--- src/rtl/core/i2p_pkg.sv ---
// Types, character codes and helper functions of the infix-to-prefix converter.
// No dependencies; used by the controller, the datapath and the top level.
package i2p_pkg;

  localparam logic [7:0] CH_CARET  = 8'h5E;
  localparam logic [7:0] CH_STAR   = 8'h2A;
  localparam logic [7:0] CH_SLASH  = 8'h2F;
  localparam logic [7:0] CH_PLUS   = 8'h2B;
  localparam logic [7:0] CH_MINUS  = 8'h2D;
  localparam logic [7:0] CH_LPAREN = 8'h28;
  localparam logic [7:0] CH_RPAREN = 8'h29;

  localparam logic [1:0] ERR_NONE     = 2'd0;
  localparam logic [1:0] ERR_UNMATCH  = 2'd1;
  localparam logic [1:0] ERR_OVERFLOW = 2'd2;

  typedef enum logic [1:0] {
    CLS_ALNUM,
    CLS_OPEN,
    CLS_CLOSE,
    CLS_OP
  } cls_e;

  typedef enum logic [2:0] {
    SRC_CHAR,
    SRC_TOP,
    SRC_ERR_PAREN,
    SRC_ERR_OVF,
    SRC_END
  } emit_src_e;

  typedef struct packed {
    logic      load_in;
    logic      push;
    logic      pop;
    logic      emit;
    emit_src_e src;
  } ctrl_cmd_t;

  typedef struct packed {
    cls_e cls;
    logic count_zero;
    logic count_full;
    logic top_is_open;
    logic pop_cond;
    logic last;
    logic out_free;
  } dp_status_t;

  // Precedence ranks keep the order of the signed precedences; other characters rank 0.
  function automatic logic [1:0] prec_of(input logic [7:0] c);
    logic [1:0] p;
    if (c == CH_CARET) begin
      p = 2'd3;
    end else if (c == CH_STAR || c == CH_SLASH) begin
      p = 2'd2;
    end else if (c == CH_PLUS || c == CH_MINUS) begin
      p = 2'd1;
    end else begin
      p = 2'd0;
    end
    return p;
  endfunction

  function automatic logic is_alnum(input logic [7:0] c);
    return (c >= 8'h41 && c <= 8'h5A) || (c >= 8'h61 && c <= 8'h7A) ||
           (c >= 8'h30 && c <= 8'h39);
  endfunction

endpackage

--- src/rtl/core/i2p_ram.sv ---
// Generic single-write, single-read RAM with a registered read port.
// No dependencies; holds the operator stack.
module i2p_ram #(
  parameter int WIDTH = 8,
  parameter int DEPTH = 32
) (
  input  logic                     clk_i,
  input  logic                     we_i,
  input  logic [$clog2(DEPTH)-1:0] waddr_i,
  input  logic [WIDTH-1:0]         wdata_i,
  input  logic [$clog2(DEPTH)-1:0] raddr_i,
  output logic [WIDTH-1:0]         rdata_o
);

  logic [WIDTH-1:0] mem [DEPTH];
  logic [WIDTH-1:0] rdata_q;

  always_ff @(posedge clk_i) begin
    if (we_i) begin
      mem[waddr_i] <= wdata_i;
    end
    rdata_q <= mem[raddr_i];
  end

  assign rdata_o = rdata_q;

endmodule

--- src/rtl/core/i2p_ctrl.sv ---
// Controller state machine of the infix-to-prefix converter.
// Depends on i2p_pkg; drives the datapath by commands and reads its status.
module i2p_ctrl (
  input  logic                clk_i,
  input  logic                rst_ni,
  input  logic                in_valid_i,
  output logic                in_ready_o,
  input  i2p_pkg::dp_status_t status_i,
  output i2p_pkg::ctrl_cmd_t  cmd_o
);
  import i2p_pkg::*;

  localparam logic [2:0] S_IDLE  = 3'd0;
  localparam logic [2:0] S_EVAL  = 3'd1;
  localparam logic [2:0] S_EWAIT = 3'd2;
  localparam logic [2:0] S_DWAIT = 3'd3;
  localparam logic [2:0] S_DRAIN = 3'd4;

  logic [2:0] state_q, state_d;
  logic [2:0] finish_state;

  // The stack read port is registered, so its data lags a count change; hence the wait states.
  assign finish_state = status_i.last ? S_DWAIT : S_IDLE;
  assign in_ready_o   = (state_q == S_IDLE);

  always_comb begin
    state_d = state_q;
    cmd_o   = '{load_in: 1'b0, push: 1'b0, pop: 1'b0, emit: 1'b0, src: SRC_CHAR};
    unique case (state_q)
      S_IDLE: begin
        if (in_valid_i) begin
          cmd_o.load_in = 1'b1;
          state_d       = S_EVAL;
        end
      end
      S_EVAL: begin
        unique case (status_i.cls)
          CLS_ALNUM: begin
            if (status_i.out_free) begin
              cmd_o.emit = 1'b1;
              cmd_o.src  = SRC_CHAR;
              state_d    = finish_state;
            end
          end
          CLS_CLOSE: begin
            if (status_i.count_zero) begin
              if (status_i.out_free) begin
                cmd_o.emit = 1'b1;
                cmd_o.src  = SRC_ERR_PAREN;
                state_d    = finish_state;
              end
            end else if (status_i.top_is_open) begin
              cmd_o.pop = 1'b1;
              state_d   = finish_state;
            end else if (status_i.out_free) begin
              cmd_o.emit = 1'b1;
              cmd_o.src  = SRC_TOP;
              cmd_o.pop  = 1'b1;
              state_d    = S_EWAIT;
            end
          end
          CLS_OPEN, CLS_OP: begin
            if (status_i.cls == CLS_OP && !status_i.count_zero && status_i.pop_cond) begin
              if (status_i.out_free) begin
                cmd_o.emit = 1'b1;
                cmd_o.src  = SRC_TOP;
                cmd_o.pop  = 1'b1;
                state_d    = S_EWAIT;
              end
            end else if (status_i.count_full) begin
              // A full stack drops the character and reports it.
              if (status_i.out_free) begin
                cmd_o.emit = 1'b1;
                cmd_o.src  = SRC_ERR_OVF;
                state_d    = finish_state;
              end
            end else begin
              cmd_o.push = 1'b1;
              state_d    = finish_state;
            end
          end
          default: state_d = S_IDLE;
        endcase
      end
      S_EWAIT: state_d = S_EVAL;
      S_DWAIT: state_d = S_DRAIN;
      S_DRAIN: begin
        if (status_i.out_free) begin
          cmd_o.emit = 1'b1;
          if (!status_i.count_zero) begin
            cmd_o.src = SRC_TOP;
            cmd_o.pop = 1'b1;
            state_d   = S_DWAIT;
          end else begin
            cmd_o.src = SRC_END;
            state_d   = S_IDLE;
          end
        end
      end
      default: state_d = S_IDLE;
    endcase
  end

  always_ff @(posedge clk_i or negedge rst_ni) begin
    if (!rst_ni) begin
      state_q <= S_IDLE;
    end else begin
      state_q <= state_d;
    end
  end

endmodule

--- src/rtl/core/i2p_dp.sv ---
// Datapath of the infix-to-prefix converter: input latch, operator stack and output register.
// Depends on i2p_pkg and i2p_ram.
module i2p_dp #(
  parameter int STACK_DEPTH = 32
) (
  input  logic                clk_i,
  input  logic                rst_ni,
  input  logic [7:0]          in_char_i,
  input  logic                in_last_i,
  input  i2p_pkg::ctrl_cmd_t  cmd_i,
  output i2p_pkg::dp_status_t status_o,
  output logic                out_valid_o,
  input  logic                out_ready_i,
  output logic [7:0]          out_char_o,
  output logic                out_has_o,
  output logic                out_end_o,
  output logic [1:0]          out_err_o
);
  import i2p_pkg::*;

  localparam int CW = $clog2(STACK_DEPTH + 1);
  localparam int AW = $clog2(STACK_DEPTH);

  logic [7:0]    char_q, char_d;
  logic          last_q;
  logic [CW-1:0] count_q, count_d;
  logic [CW-1:0] count_m1;
  logic [7:0]    top;
  logic          out_valid_q;
  logic [7:0]    out_char_q;
  logic          out_has_q;
  logic          out_end_q;
  logic [1:0]    out_err_q;
  logic          out_free;

  // Parentheses swap on entry, since the expression arrives reversed.
  always_comb begin
    if (in_char_i == CH_LPAREN) begin
      char_d = CH_RPAREN;
    end else if (in_char_i == CH_RPAREN) begin
      char_d = CH_LPAREN;
    end else begin
      char_d = in_char_i;
    end
  end

  always_ff @(posedge clk_i) begin
    if (cmd_i.load_in) begin
      char_q <= char_d;
      last_q <= in_last_i;
    end
  end

  assign count_m1 = count_q - CW'(1);

  always_comb begin
    count_d = count_q;
    if (cmd_i.push) begin
      count_d = count_q + CW'(1);
    end else if (cmd_i.pop) begin
      count_d = count_m1;
    end
  end

  always_ff @(posedge clk_i or negedge rst_ni) begin
    if (!rst_ni) begin
      count_q <= '0;
    end else begin
      count_q <= count_d;
    end
  end

  // The read port is addressed at the current top entry; its registered data lags a count change.
  i2p_ram #(
    .WIDTH(8),
    .DEPTH(STACK_DEPTH)
  ) u_stack (
    .clk_i  (clk_i),
    .we_i   (cmd_i.push),
    .waddr_i(count_q[AW-1:0]),
    .wdata_i(char_q),
    .raddr_i(count_m1[AW-1:0]),
    .rdata_o(top)
  );

  assign out_free = !out_valid_q || out_ready_i;

  always_comb begin
    if (is_alnum(char_q)) begin
      status_o.cls = CLS_ALNUM;
    end else if (char_q == CH_LPAREN) begin
      status_o.cls = CLS_OPEN;
    end else if (char_q == CH_RPAREN) begin
      status_o.cls = CLS_CLOSE;
    end else begin
      status_o.cls = CLS_OP;
    end
    status_o.count_zero  = (count_q == '0);
    status_o.count_full  = (count_q == CW'(STACK_DEPTH));
    status_o.top_is_open = (top == CH_LPAREN);
    status_o.pop_cond    = (char_q == CH_CARET) ? (prec_of(char_q) <= prec_of(top))
                                                : (prec_of(char_q) < prec_of(top));
    status_o.last        = last_q;
    status_o.out_free    = out_free;
  end

  always_ff @(posedge clk_i or negedge rst_ni) begin
    if (!rst_ni) begin
      out_valid_q <= 1'b0;
    end else if (cmd_i.emit) begin
      out_valid_q <= 1'b1;
    end else if (out_ready_i) begin
      out_valid_q <= 1'b0;
    end
  end

  always_ff @(posedge clk_i) begin
    if (cmd_i.emit) begin
      unique case (cmd_i.src)
        SRC_CHAR: begin
          out_char_q <= char_q;
          out_has_q  <= 1'b1;
          out_end_q  <= 1'b0;
          out_err_q  <= ERR_NONE;
        end
        SRC_TOP: begin
          out_char_q <= top;
          out_has_q  <= 1'b1;
          out_end_q  <= 1'b0;
          out_err_q  <= ERR_NONE;
        end
        SRC_ERR_PAREN: begin
          out_char_q <= 8'h00;
          out_has_q  <= 1'b0;
          out_end_q  <= 1'b0;
          out_err_q  <= ERR_UNMATCH;
        end
        SRC_ERR_OVF: begin
          out_char_q <= 8'h00;
          out_has_q  <= 1'b0;
          out_end_q  <= 1'b0;
          out_err_q  <= ERR_OVERFLOW;
        end
        SRC_END: begin
          out_char_q <= 8'h00;
          out_has_q  <= 1'b0;
          out_end_q  <= 1'b1;
          out_err_q  <= ERR_NONE;
        end
        default: begin
          out_char_q <= 8'h00;
          out_has_q  <= 1'b0;
          out_end_q  <= 1'b0;
          out_err_q  <= ERR_NONE;
        end
      endcase
    end
  end

  assign out_valid_o = out_valid_q;
  assign out_char_o  = out_char_q;
  assign out_has_o   = out_has_q;
  assign out_end_o   = out_end_q;
  assign out_err_o   = out_err_q;

endmodule

--- src/rtl/core/infix_to_prefix_converter.sv ---
// Infix-to-prefix converter top: controller i2p_ctrl and datapath i2p_dp; also needs i2p_pkg.
// A letter or digit is accepted in S_IDLE and emitted from S_EVAL once the output is free.
// Each stack pop that emits passes through S_EWAIT, due to the registered stack read port.
// A final character drains each stacked entry via S_DWAIT and S_DRAIN, then the end marker.
// The output register lets the next character be taken while a result waits.
// Reset clears the controller, the stack count and the output valid; no clearing pass.
module infix_to_prefix_converter #(
  parameter int STACK_DEPTH = 32
) (
  input  logic       clk_i,
  input  logic       rst_ni,
  input  logic       s_axis_tvalid,
  output logic       s_axis_tready,
  input  logic [7:0] s_axis_tdata,  // [7:0] in_char
  input  logic       s_axis_tlast,  // is_last
  output logic       m_axis_tvalid,
  input  logic       m_axis_tready,
  output logic [7:0] m_axis_tdata,  // [7:0] out_char
  output logic [2:0] m_axis_tuser,  // [0] has_char, [2:1] error_code
  output logic       m_axis_tlast   // end_of_expr
);
  import i2p_pkg::*;

  ctrl_cmd_t  cmd;
  dp_status_t status;
  logic       out_has;
  logic [1:0] out_err;

  i2p_ctrl u_ctrl (
    .clk_i     (clk_i),
    .rst_ni    (rst_ni),
    .in_valid_i(s_axis_tvalid),
    .in_ready_o(s_axis_tready),
    .status_i  (status),
    .cmd_o     (cmd)
  );

  i2p_dp #(
    .STACK_DEPTH(STACK_DEPTH)
  ) u_dp (
    .clk_i      (clk_i),
    .rst_ni     (rst_ni),
    .in_char_i  (s_axis_tdata),
    .in_last_i  (s_axis_tlast),
    .cmd_i      (cmd),
    .status_o   (status),
    .out_valid_o(m_axis_tvalid),
    .out_ready_i(m_axis_tready),
    .out_char_o (m_axis_tdata),
    .out_has_o  (out_has),
    .out_end_o  (m_axis_tlast),
    .out_err_o  (out_err)
  );

  assign m_axis_tuser = {out_err, out_has};

endmodule

--- config.mk ---
export PLATFORM = sky130hd
export DESIGN_NAME = infix_to_prefix_converter
export DESIGN_NICKNAME = d
export VERILOG_FILES = /design/src/rtl/core/i2p_pkg.sv /design/src/rtl/core/i2p_ram.sv /design/src/rtl/core/i2p_ctrl.sv /design/src/rtl/core/i2p_dp.sv /design/src/rtl/core/infix_to_prefix_converter.sv
export SDC_FILE = /design/constraint.sdc
export NUM_CORES = 1
export LEC_CHECK = 0
export CAP_MARGIN = 15
export CORE_AREA = 2 2 131 165
export CTS_BUF_LIST = sky130_fd_sc_hd__clkbuf_4
export DETAILED_ROUTE_END_ITERATION = 10
export DIE_AREA = 0 0 133 167
export DONT_BUFFER_PORTS = 1
export PLACE_DENSITY = 0.77
export REMOVE_ABC_BUFFERS = 1
export SYNTH_ARGS = -nofsm -noshare
export SYNTH_HDL_FRONTEND = slang
export SYNTH_SLANG_ARGS = --single-unit
--- constraint.sdc ---
create_clock -name clk_i -period 9.5 [get_ports clk_i]
set_clock_uncertainty 0.05 [all_clocks]
set_input_delay 1.9 -clock clk_i [delete_from_list [all_inputs] [get_ports clk_i]]
set_output_delay 1.9 -clock clk_i [all_outputs]
set_load 0.03 [all_outputs]
==> run summary, run 1 <==
status -> finished clean
DRT antenna net count -> 0
FP Rows -> 59
Hold Path Class -> reg -> reg
Worst Setup Start Kind -> register
NumNets Final -> 699
FFs w/ async S/R, synth -> 3.39%
number of CTS-inserted buffers -> 70
Pins Over Slew Limit -> 0
Pwr Density -> 316 mW/mm²
area post-placement -> 0.0124 mm²
routability congestion estimate -> 0.960
final hold viol count -> 0
area of the mapped netlist -> 0.0121 mm²
hpwl dp -> 15,300 µm
Yosys top cell by area -> edfxtp_1
VDD IR max -> 0.000166 V
minimum clock period -> 4.37 ns
post-route cell area -> 0.0133 mm²
worst slew pin tran -> 1.14 ns
Synth Area per Inst -> 19.2 µm²
htree depth -> 3
vias in the first global route -> 6,487
Total Die Area -> 0.0222 mm²
Longest Clk Path Bufs -> 3
Seq cells post-synth -> 295
share of cells above drive strength 1 -> 31.8%
DR iter-0 viols -> 496
Initial Util -> 58.9%
Worst Path Class, Setup -> reg -> reg
post-synth top area share -> 68.5%
Post-synth EDFFs -> 277
CP required -> 9.71 ns
Fin Hold WS -> 0.523 ns
io pins -> 27
total global-route track usage -> 23.2%
max cap viols -> 0
Routed wire per std cell -> 24.6 µm
Post-CTS Setup Bufs -> 0
via count -> 6,266
unrepaired setup endpoints after global routing -> no
Max Fclk -> 229 MHz
initial antenna violation count -> 1
Leak -> 4.29 nW
core area -> 0.0206 mm²
Rel. slew slack -> 23.7%
Cells after Synth -> 633
Area Overhead vs Synth -> 9.57%
post-synthesis sequential area ratio -> 71.9%
Routed WL -> 24,700 µm
Yosys cell types -> 60
clock sinks -> 295
Root Driver -> clkbuf_4
Synth area leaders -> edfxtp_1 69%, mux4_2 15%, dfrtp_1 2.1%, nor2_1 1.5%, dfxtp_1 1.3%
Worst Setup End Kind -> register
Data arrival, critical path -> 4.58 ns
worst-path maximum fanout -> 17
first drt pass iteration count -> 5
vias per inst -> 6.23
post-route DRC violation count -> 0
final setup vio count -> 0
final core utilization -> 64.6%
port buffer count -> 0
Die Wd -> 133 µm
first-pass GRT wire length -> 38,000 µm
# hold bufs at CTS -> 0
total grt overflow -> 0
clock slew at reported path FFs -> 0.07 ns
top_reg_cell synth -> edfxtp_1
Tcrit/Tclk final -> 46.0%
largest net degree at the start of global routing -> 42
Setup TNS Final -> 0 ns
Ys Warns -> 0
Resized Gates After CTS -> 0
clock insertion delay at the later pin of the skew report -> 0.66 ns
Vert. Die Dim -> 167 µm
CTS tree -> yes
-- final cells by class --
class	count	area [µm²]
inverter	6	22.5
clock inverter	17	92.6
timing repair buffer	12	97.6
sequential	295	8730
clock buffer	105	788
tap	274	343
antenna	1	2.50
fill	1371	7300
multi-input combinational	295	3220
-- worst max-delay path, stage by stage (launching register included) --
cell      delay, ns
edfxtp_1       0.76
nor3b_1        0.50
and3_1         0.25
o211a_1        0.14
ha_1           0.24
nand4b_1       0.16
nor4_4         0.06
o221ai_4       0.27
and4_1         0.42
nand2_1        0.41
nor2_1         0.70
-- cells by family (layout without fill, tap and decap cells) --
| kind of cell | Yosys count | in the layout | share of synthesized area [%] |
|---|---|---|---|
| other | 0 | 1 | 0 |
| buffers and inverters | 43 | 140 | 1.64 |
| XOR/XNOR | 11 | 11 | 0.794 |
| adder cells (fa/ha/maj) | 6 | 6 | 0.619 |
| AND/OR/NAND/NOR | 143 | 143 | 6.36 |
| flip-flops | 295 | 295 | 71.9 |
| AO/OA/AOI/OAI | 47 | 47 | 3.08 |
| multiplexers | 88 | 88 | 15.6 |
-- path summary, 6_finish.rpt --
| kind | from | endpoint | slack [ns] | cells after the start |
|---|---|---|---|---|
| setup / recovery | u_dp.char_q[5] | u_dp.u_stack.mem[28][3] | 5.13 | 10 |
| hold / removal | u_dp.count_q[5] | u_dp.count_q[5] | 0.52 | 1 |
| setup reg to reg | u_dp.char_q[5] | u_dp.u_stack.mem[28][3] | 5.13 | 10 |
| hold reg to reg | u_dp.count_q[5] | u_dp.count_q[5] | 0.52 | 1 |
| max in group asynchronous | rst_ni | u_dp.count_q[5] | 8.43 | 0 |
| min in group asynchronous | rst_ni | u_dp.count_q[0] | 0.88 | 0 |
-- flip-flops by register name (all words and copies together), names as in the netlist --
| name | cells |
|---|---|
| u_dp.count_q | 6 |
| u_dp.out_char_o | 8 |
| u_dp.out_has_o | 1 |
| u_dp.out_valid_o | 1 |
| u_dp.char_q | 8 |
| u_dp.u_stack.rdata_o | 8 |
| u_ctrl.state_q | 3 |
| u_dp.u_stack.mem | 256 |
| u_dp.out_err_o | 2 |
| u_dp.last_q | 1 |
| u_dp.out_end_o | 1 |
-- layer usage --
| metal | global-route usage (%) | part of all wire, % |
|---|---|---|
| met2 | 39.9 | 54 |
| met4 | 9.63 | 2.5 |
| met5 | 0 | 0 |
| met3 | 4.44 | 6.1 |
| met1 | 29.2 | 37 |
-- synth_stat cells (4+ instances only) --
library cell / number
ha_1: 6
nand2_1: 19
dfrtp_1: 10
o21ai_0: 7
edfxtp_1: 277
xnor2_1: 8
buf_2: 9
nand3_1: 18
dfxtp_1: 8
nor3_1: 9
a21oi_1: 13
nor2_1: 50
mux4_2: 80
nand2b_1: 10
inv_1: 6
clkbuf_1: 22
mux2_2: 8
a31oi_1: 4
buf_4: 5
nand3b_1: 5
-- power breakdown --
part	switching [mW]	internal (mW)	total [mW]	leakage (nW)
combinational	0.733	0.697	1.43	1.07
sequential	0.167	1.60	1.77	2.68
clock	0.467	0.532	0.999	0.535
total	1.37	2.83	4.20	4.29
-- through the flow --
stage / worst slack, ns / power, mW / std cells
3_3_place_gp: 5.02 / 3.20 / 881
3_5_place_dp: 4.74 / 3.24 / 881
2_1_floorplan: 3.51 / 2.84 / 596
5_1_grt: 4.93 / 4.39 / 1005
4_1_cts: 4.72 / 4.24 / 1003
6_report: 5.13 / 4.20 / 1005
-- layout by cell type (no fill, tap or decap), types with 3 or more instances in the layout --
cell type | synthesis | routed
or3b_2 | 3 | 3
mux4_2 | 80 | 80
edfxtp_1 | 277 | 277
mux2_2 | 8 | 8
inv_2 | 0 | 3
dfrtp_1 | 10 | 9
xnor2_1 | 8 | 7
xor2_1 | 3 | 3
clkinv_1 | 0 | 11
dfxtp_1 | 8 | 8
o21ai_0 | 7 | 7
and3_1 | 3 | 3
nand4_1 | 3 | 3
ha_1 | 6 | 5
nand2b_1 | 10 | 10
o21a_1 | 3 | 3
inv_1 | 6 | 6
nand3b_1 | 5 | 5
nor3_1 | 9 | 9
clkbuf_4 | 0 | 105
a31oi_1 | 4 | 4
nor2b_1 | 3 | 3
nand3_1 | 18 | 18
nand2_1 | 19 | 19
buf_4 | 5 | 11
nor2_1 | 50 | 50
a21oi_1 | 13 | 13
No activity file was read; power rests on OpenSTA's default activity.
==> run 2, diff against run 1 <==
--- a/config.mk
+++ b/config.mk
@@ -6,12 +6,12 @@
 export NUM_CORES = 1
 export LEC_CHECK = 0
 export CAP_MARGIN = 15
-export CORE_AREA = 2 2 131 165
+export CORE_AREA = 2 2 132 166
 export CTS_BUF_LIST = sky130_fd_sc_hd__clkbuf_4
 export DETAILED_ROUTE_END_ITERATION = 10
-export DIE_AREA = 0 0 133 167
+export DIE_AREA = 0 0 134 168
 export DONT_BUFFER_PORTS = 1
-export PLACE_DENSITY = 0.77
+export PLACE_DENSITY = 0.79
 export REMOVE_ABC_BUFFERS = 1
 export SYNTH_ARGS = -nofsm -noshare
 export SYNTH_HDL_FRONTEND = slang
==> constraint.sdc (replaced) <==
create_clock -name clk_i -period 3.8 [get_ports clk_i]
set_clock_uncertainty 0.05 [all_clocks]
set_input_delay 0.76 -clock clk_i [delete_from_list [all_inputs] [get_ports clk_i]]
set_output_delay 0.76 -clock clk_i [all_outputs]
set_load 0.03 [all_outputs]
==> run summary, run 2 (synthesis gave the netlist of run 1 again) <==
NumNets Final -> 743 (+6.3%)
vias per inst -> 6.29 (+0.86%)
Fin Hold WS -> 0.161 ns (-0.363 ns)
Non-Filler Instances -> 1,053 (+4.8%)
Routed wire per std cell -> 25.4 µm (+3.2%)
DP Worst Slack -> 0.110 ns (-4.63 ns)
unrepaired setup endpoints after global routing -> no
Longest Clk Path Bufs -> 3 (unchanged)
RR Endpoint -> u_dp.u_stack.mem[5][3]
most frequent cells in the layout -> 277 x edfxtp_1, 105 x clkbuf_4, 80 x mux4_2
Hold Path Class -> in -> reg
hpwl dp -> 17,300 µm (+13%)
number of CTS-inserted buffers -> 69 (-1.4%)
port buffer count -> 0 (unchanged)
commonest non-fill, non-tap cell in the layout -> edfxtp_1
vias in the first global route -> 6,811 (+5.0%)
DRT antenna net count -> 0 (unchanged)
share of cells above drive strength 1 -> 36.0% (+4.2 points)
FP Rows -> 60 (+1.7%)
Worst Path Class, Setup -> reg -> reg
io pins -> 27 (unchanged)
final core utilization -> 64.8% (+0.20 points)
htree depth -> 3 (unchanged)
setup ws final -> 0.159 ns (-4.97 ns)
Reg2Reg Setup Slack -> 0.16 ns (-4.97 ns)
first-pass GRT wire length -> 40,300 µm (+6.0%)
post-route DRC violation count -> 0 (unchanged)
clock sinks -> 295 (unchanged)
total global-route track usage -> 24.6% (+1.3 points)
Die Wd -> 134 µm (+0.75%)
Post-CTS Setup Bufs -> 0 (unchanged)
CTS tree -> yes
Data arrival, critical path -> 3.92 ns (-0.66 ns)
initial antenna violation count -> 1 (unchanged)
Largest Register -> u_dp.u_stack.mem
Area Overhead vs Synth -> 12.6%
Worst R2R Start -> u_dp.u_stack.rdata_o[3]
Rel. slew slack -> 30.1% (+6.4 points)
Root Driver -> clkbuf_4
Max Fclk -> 275 MHz (+20%)
total grt overflow -> 0 (unchanged)
Routed WL -> 26,700 µm (+8.2%)
via count -> 6,622 (+5.7%)
routability congestion estimate -> 0.941 (-1.9%)
Pwr Density -> 794 mW/mm² (+150%)
Pins Over Slew Limit -> 0 (unchanged)
Initial Util -> 57.5% (-1.4 points)
worst hold endpoint -> u_dp.char_q[1]
core area -> 0.0211 mm² (+2.4%)
minimum clock period -> 3.64 ns (-0.726 ns)
DR iter-0 viols -> 824 (+66%)
final setup vio count -> 0 (unchanged)
status -> finished clean
final hold viol count -> 0 (unchanged)
dpl cells -> 931 (+5.7%)
Vert. Die Dim -> 168 µm (+0.60%)
largest net degree at the start of global routing -> 46 (+9.5%)
first drt pass iteration count -> 5 (unchanged)
hold path cells -> 0 (-1)
VDD IR max -> 0.000584 V (+250%)
worst-path maximum fanout -> 8 (-9)
Worst Reg-to-Reg Cells -> 12 (+2)
max reg flops -> 256 (unchanged)
clock slew at reported path FFs -> 0.06 ns (about the same)
Leak -> 4.53 nW (+5.6%)
clock insertion delay at the later pin of the skew report -> 0.67 ns (about the same)
Worst Setup Start Kind -> register
Worst Setup End Kind -> register
HP Start -> s_axis_tdata[1]
max cap viols -> 0 (unchanged)
Total Die Area -> 0.0225 mm² (+1.4%)
CP required -> 4.08 ns (-5.63 ns)
worst slew pin tran -> 1.04 ns (-0.104 ns)
Tcrit/Tclk final -> 95.8% (+50 points)
[run 2: per-layer routing]
layer	vias to the layer above	routed length [µm]	global-route usage [%]
li1	2805	-	-
met1	3380	9310	29.9
met2	372	14500	42.9
met3	65	1990	4.79
met4	0	965	10.9
met5	-	0	0
[run 2: power by group]
group	internal [mW]	switching, mW	leakage, nW
Clock	1.40	1.16	0.544
Sequential	4.00	0.294	2.68
Combinational	1.81	2.19	1.31
[run 2: through the flow]
step	area [µm²]	power, mW	setup TNS (ns)
2_1_floorplan	12000	7.09	-370.34
3_3_place_gp	12700	8.21	0
5_1_grt	13700	11.3	0
4_1_cts	13700	10.9	0
6_report	13700	10.8	0
3_5_place_dp	12700	8.36	0
[run 2: layout make-up]
type                            instances  area, µm²
Inverter                                6       22.5
Multi-Input combinational cell        295       3220
Sequential cell                       295       8730
Antenna cell                            1       2.50
Timing Repair Buffer                   57        430
Clock inverter                         15        113
Tap cell                              279        349
Clock buffer                          105        788
Fill cell                            1382       7430
[run 2: what timing repair did]
action                                 4_1_cts  5_1_grt
hold buffers                                 1        0
resized for setup                            0        1
setup endpoints to repair                    0       12
endpoints found under the hold margin       10        0
[run 2: critical path, stage by stage, from the launching register on]
cell and delay, ns:
dfxtp_1 0.37, nor2b_1 0.33, nand3_1 0.18, o21ai_0 0.33, ha_1 0.30, nand4b_1 0.15, nor4_4 0.06, o221ai_4 0.20
buf_4 0.18, and4_1 0.38, nand2_1 0.35, nor2_1 0.20, buf_4 0.21
[run 2: how the worst max path moves through the flow]
stage | from | to | slack, ns | cells past startpoint
2_1_floorplan | u_dp.count_q[0] | u_dp.u_stack.rdata_o[0] | -2.19 | 5
3_3_place_gp | u_dp.char_q[2] | u_dp.out_char_o[6] | 0.29 | 11
3_5_place_dp | u_dp.char_q[2] | u_dp.out_char_o[3] | 0.11 | 11
4_1_cts | u_dp.char_q[2] | u_dp.out_char_o[5] | 0.11 | 11
5_1_grt | u_dp.char_q[6] | u_dp.u_stack.mem[13][5] | 0.04 | 12
6_report | u_dp.u_stack.rdata_o[3] | u_dp.u_stack.mem[5][3] | 0.16 | 12
==> run 3, diff against run 2 <==
--- a/config.mk
+++ b/config.mk
@@ -12,6 +12,7 @@
 export DIE_AREA = 0 0 134 168
 export DONT_BUFFER_PORTS = 1
 export PLACE_DENSITY = 0.79
+export RECOVER_POWER = 25
 export REMOVE_ABC_BUFFERS = 1
 export SYNTH_ARGS = -nofsm -noshare
 export SYNTH_HDL_FRONTEND = slang
==> run summary, run 3 (synthesis gave the netlist of run 1 again) <==
initial antenna violation count -> 1 (unchanged)
setup ws final -> 0.196 ns (+0.0364 ns)
post-route DRC violation count -> 0 (unchanged)
HP Start -> s_axis_tlast
FP Rows -> 60 (unchanged)
worst-path maximum fanout -> 8 (unchanged)
routability congestion estimate -> 0.941 (unchanged)
io pins -> 27 (unchanged)
Reg2Reg Setup Slack -> 0.20 ns (+0.04 ns)
RR Endpoint -> u_dp.u_stack.mem[5][3]
worst hold endpoint -> u_dp.last_q
worst slew pin tran -> 1.24 ns (+0.199 ns)
Largest Register -> u_dp.u_stack.mem
DRT antenna net count -> 0 (unchanged)
Worst Reg-to-Reg Cells -> 12 (unchanged)
Rel. slew slack -> 17.4% (-13 points)
Setup TNS Final -> 0 ns (unchanged)
Leak -> 4.52 nW (-0.32%)
clock insertion delay at the later pin of the skew report -> 0.67 ns (about the same)
max reg flops -> 256 (unchanged)
Non-Filler Instances -> 1,053 (unchanged)
port buffer count -> 0 (unchanged)
status -> finished clean
Worst Path Class, Setup -> reg -> reg
final setup vio count -> 0 (unchanged)
unrepaired setup endpoints after global routing -> no
Area Overhead vs Synth -> 12.4%
commonest non-fill, non-tap cell in the layout -> edfxtp_1
clock slew at reported path FFs -> 0.06 ns (about the same)
Pins Over Slew Limit -> 0 (unchanged)
minimum clock period -> 3.60 ns (-0.0364 ns)
hpwl dp -> 17,300 µm (unchanged)
Routed wire per std cell -> 25.4 µm (unchanged)
clock sinks -> 295 (unchanged)
total global-route track usage -> 24.6% (unchanged)
Worst R2R Start -> u_dp.char_q[6]
total power -> 10.8 mW (about the same)
final core utilization -> 64.7% (-0.071 points)
Initial Util -> 57.5% (unchanged)
NumNets Final -> 743 (unchanged)
first-pass GRT wire length -> 40,300 µm (unchanged)
via count -> 6,639 (+0.26%)
share of cells above drive strength 1 -> 35.4% (-0.52 points)
Total Die Area -> 0.0225 mm² (unchanged)
dpl cells -> 931 (unchanged)
vias in the first global route -> 6,811 (unchanged)
CP required -> 4.08 ns (about the same)
CTS tree -> yes
Root Driver -> clkbuf_4
first drt pass iteration count -> 5 (unchanged)
Worst Setup Start Kind -> register
vias per inst -> 6.30 (+0.26%)
total grt overflow -> 0 (unchanged)
post-route cell area -> 0.0136 mm² (-0.11%)
Data arrival, critical path -> 3.89 ns (-0.03 ns)
final hold viol count -> 0 (unchanged)
Longest Clk Path Bufs -> 3 (unchanged)
hold path cells -> 0 (unchanged)
VDD IR max -> 0.000584 V (+0.12%)
Fin Hold WS -> 0.158 ns (-0.00300 ns)
Max Fclk -> 277 MHz (+1.0%)
DR iter-0 viols -> 831 (+0.85%)
Post-CTS Setup Bufs -> 0 (unchanged)
most frequent cells in the layout -> 277 x edfxtp_1, 105 x clkbuf_4, 80 x mux4_2
DP Worst Slack -> 0.110 ns (unchanged)
Worst Setup End Kind -> register
Hold Path Class -> in -> reg
Die Wd -> 134 µm (unchanged)
max cap viols -> 0 (unchanged)
Pwr Density -> 795 mW/mm² (+0.12%)
Routed WL -> 26,700 µm (unchanged)
largest net degree at the start of global routing -> 46 (unchanged)
htree depth -> 3 (unchanged)
Vert. Die Dim -> 168 µm (unchanged)
core area -> 0.0211 mm² (unchanged)
Tcrit/Tclk final -> 94.9% (-0.96 points)
number of CTS-inserted buffers -> 69 (unchanged)
area post-placement -> 0.0127 mm² (unchanged)
## run 3: final cells by class
class                           instances  area, µm²
Tap cell                              279        349
Clock inverter                         15        113
Multi-Input combinational cell        295       3220
Sequential cell                       295       8730
Inverter                                6       22.5
Timing Repair Buffer                   57        415
Clock buffer                          105        788
Antenna cell                            1       2.50
Fill cell                            1386       7450
## run 3: worst max path at each step
stage,slack (ns),from,depth (start not counted),to
2_1_floorplan,-2.19,u_dp.count_q[0],5,u_dp.u_stack.rdata_o[0]
3_3_place_gp,0.29,u_dp.char_q[2],11,u_dp.out_char_o[6]
3_5_place_dp,0.11,u_dp.char_q[2],11,u_dp.out_char_o[3]
4_1_cts,0.11,u_dp.char_q[2],11,u_dp.out_char_o[5]
5_1_grt,0.04,u_dp.char_q[6],12,u_dp.u_stack.mem[13][5]
6_report,0.20,u_dp.char_q[6],12,u_dp.u_stack.mem[5][3]
## run 3: routing by layer
layer	global-route usage [%]	vias up	part of all wire (%)	routed length (µm)
met5	0	-	0	0
met3	4.79	71	7.2	1920
li1	-	2805	-	-
met4	10.9	0	3.7	987
met2	42.9	380	54	14400
met1	29.9	3383	35	9380
## run 3: critical path, stage by stage, from the launching register on
cell and delay, ns:
edfxtp_1 0.44, nor3b_1 0.38, and3_1 0.24, o211a_1 0.16, ha_1 0.25, nand4b_1 0.16
nor4_4 0.06, o221ai_4 0.20, buf_4 0.19, and4_1 0.39, nand2_1 0.35, nor2_1 0.20
buf_4 0.21
## run 3: where the power goes
part,total [mW],switching [mW],leakage [nW],internal (mW)
clock network,2.55,1.16,0.544,1.40
registers,4.30,0.294,2.68,4.01
logic,4.00,2.19,1.29,1.81
## run 3: timing repair
| action | in CTS | in global routing |
|---|---|---|
| hold endpoints to repair | 10 | 0 |
| hold buffers | 1 | 0 |
| gates resized for setup | 0 | 1 |
| endpoints found under the setup margin | 0 | 12 |
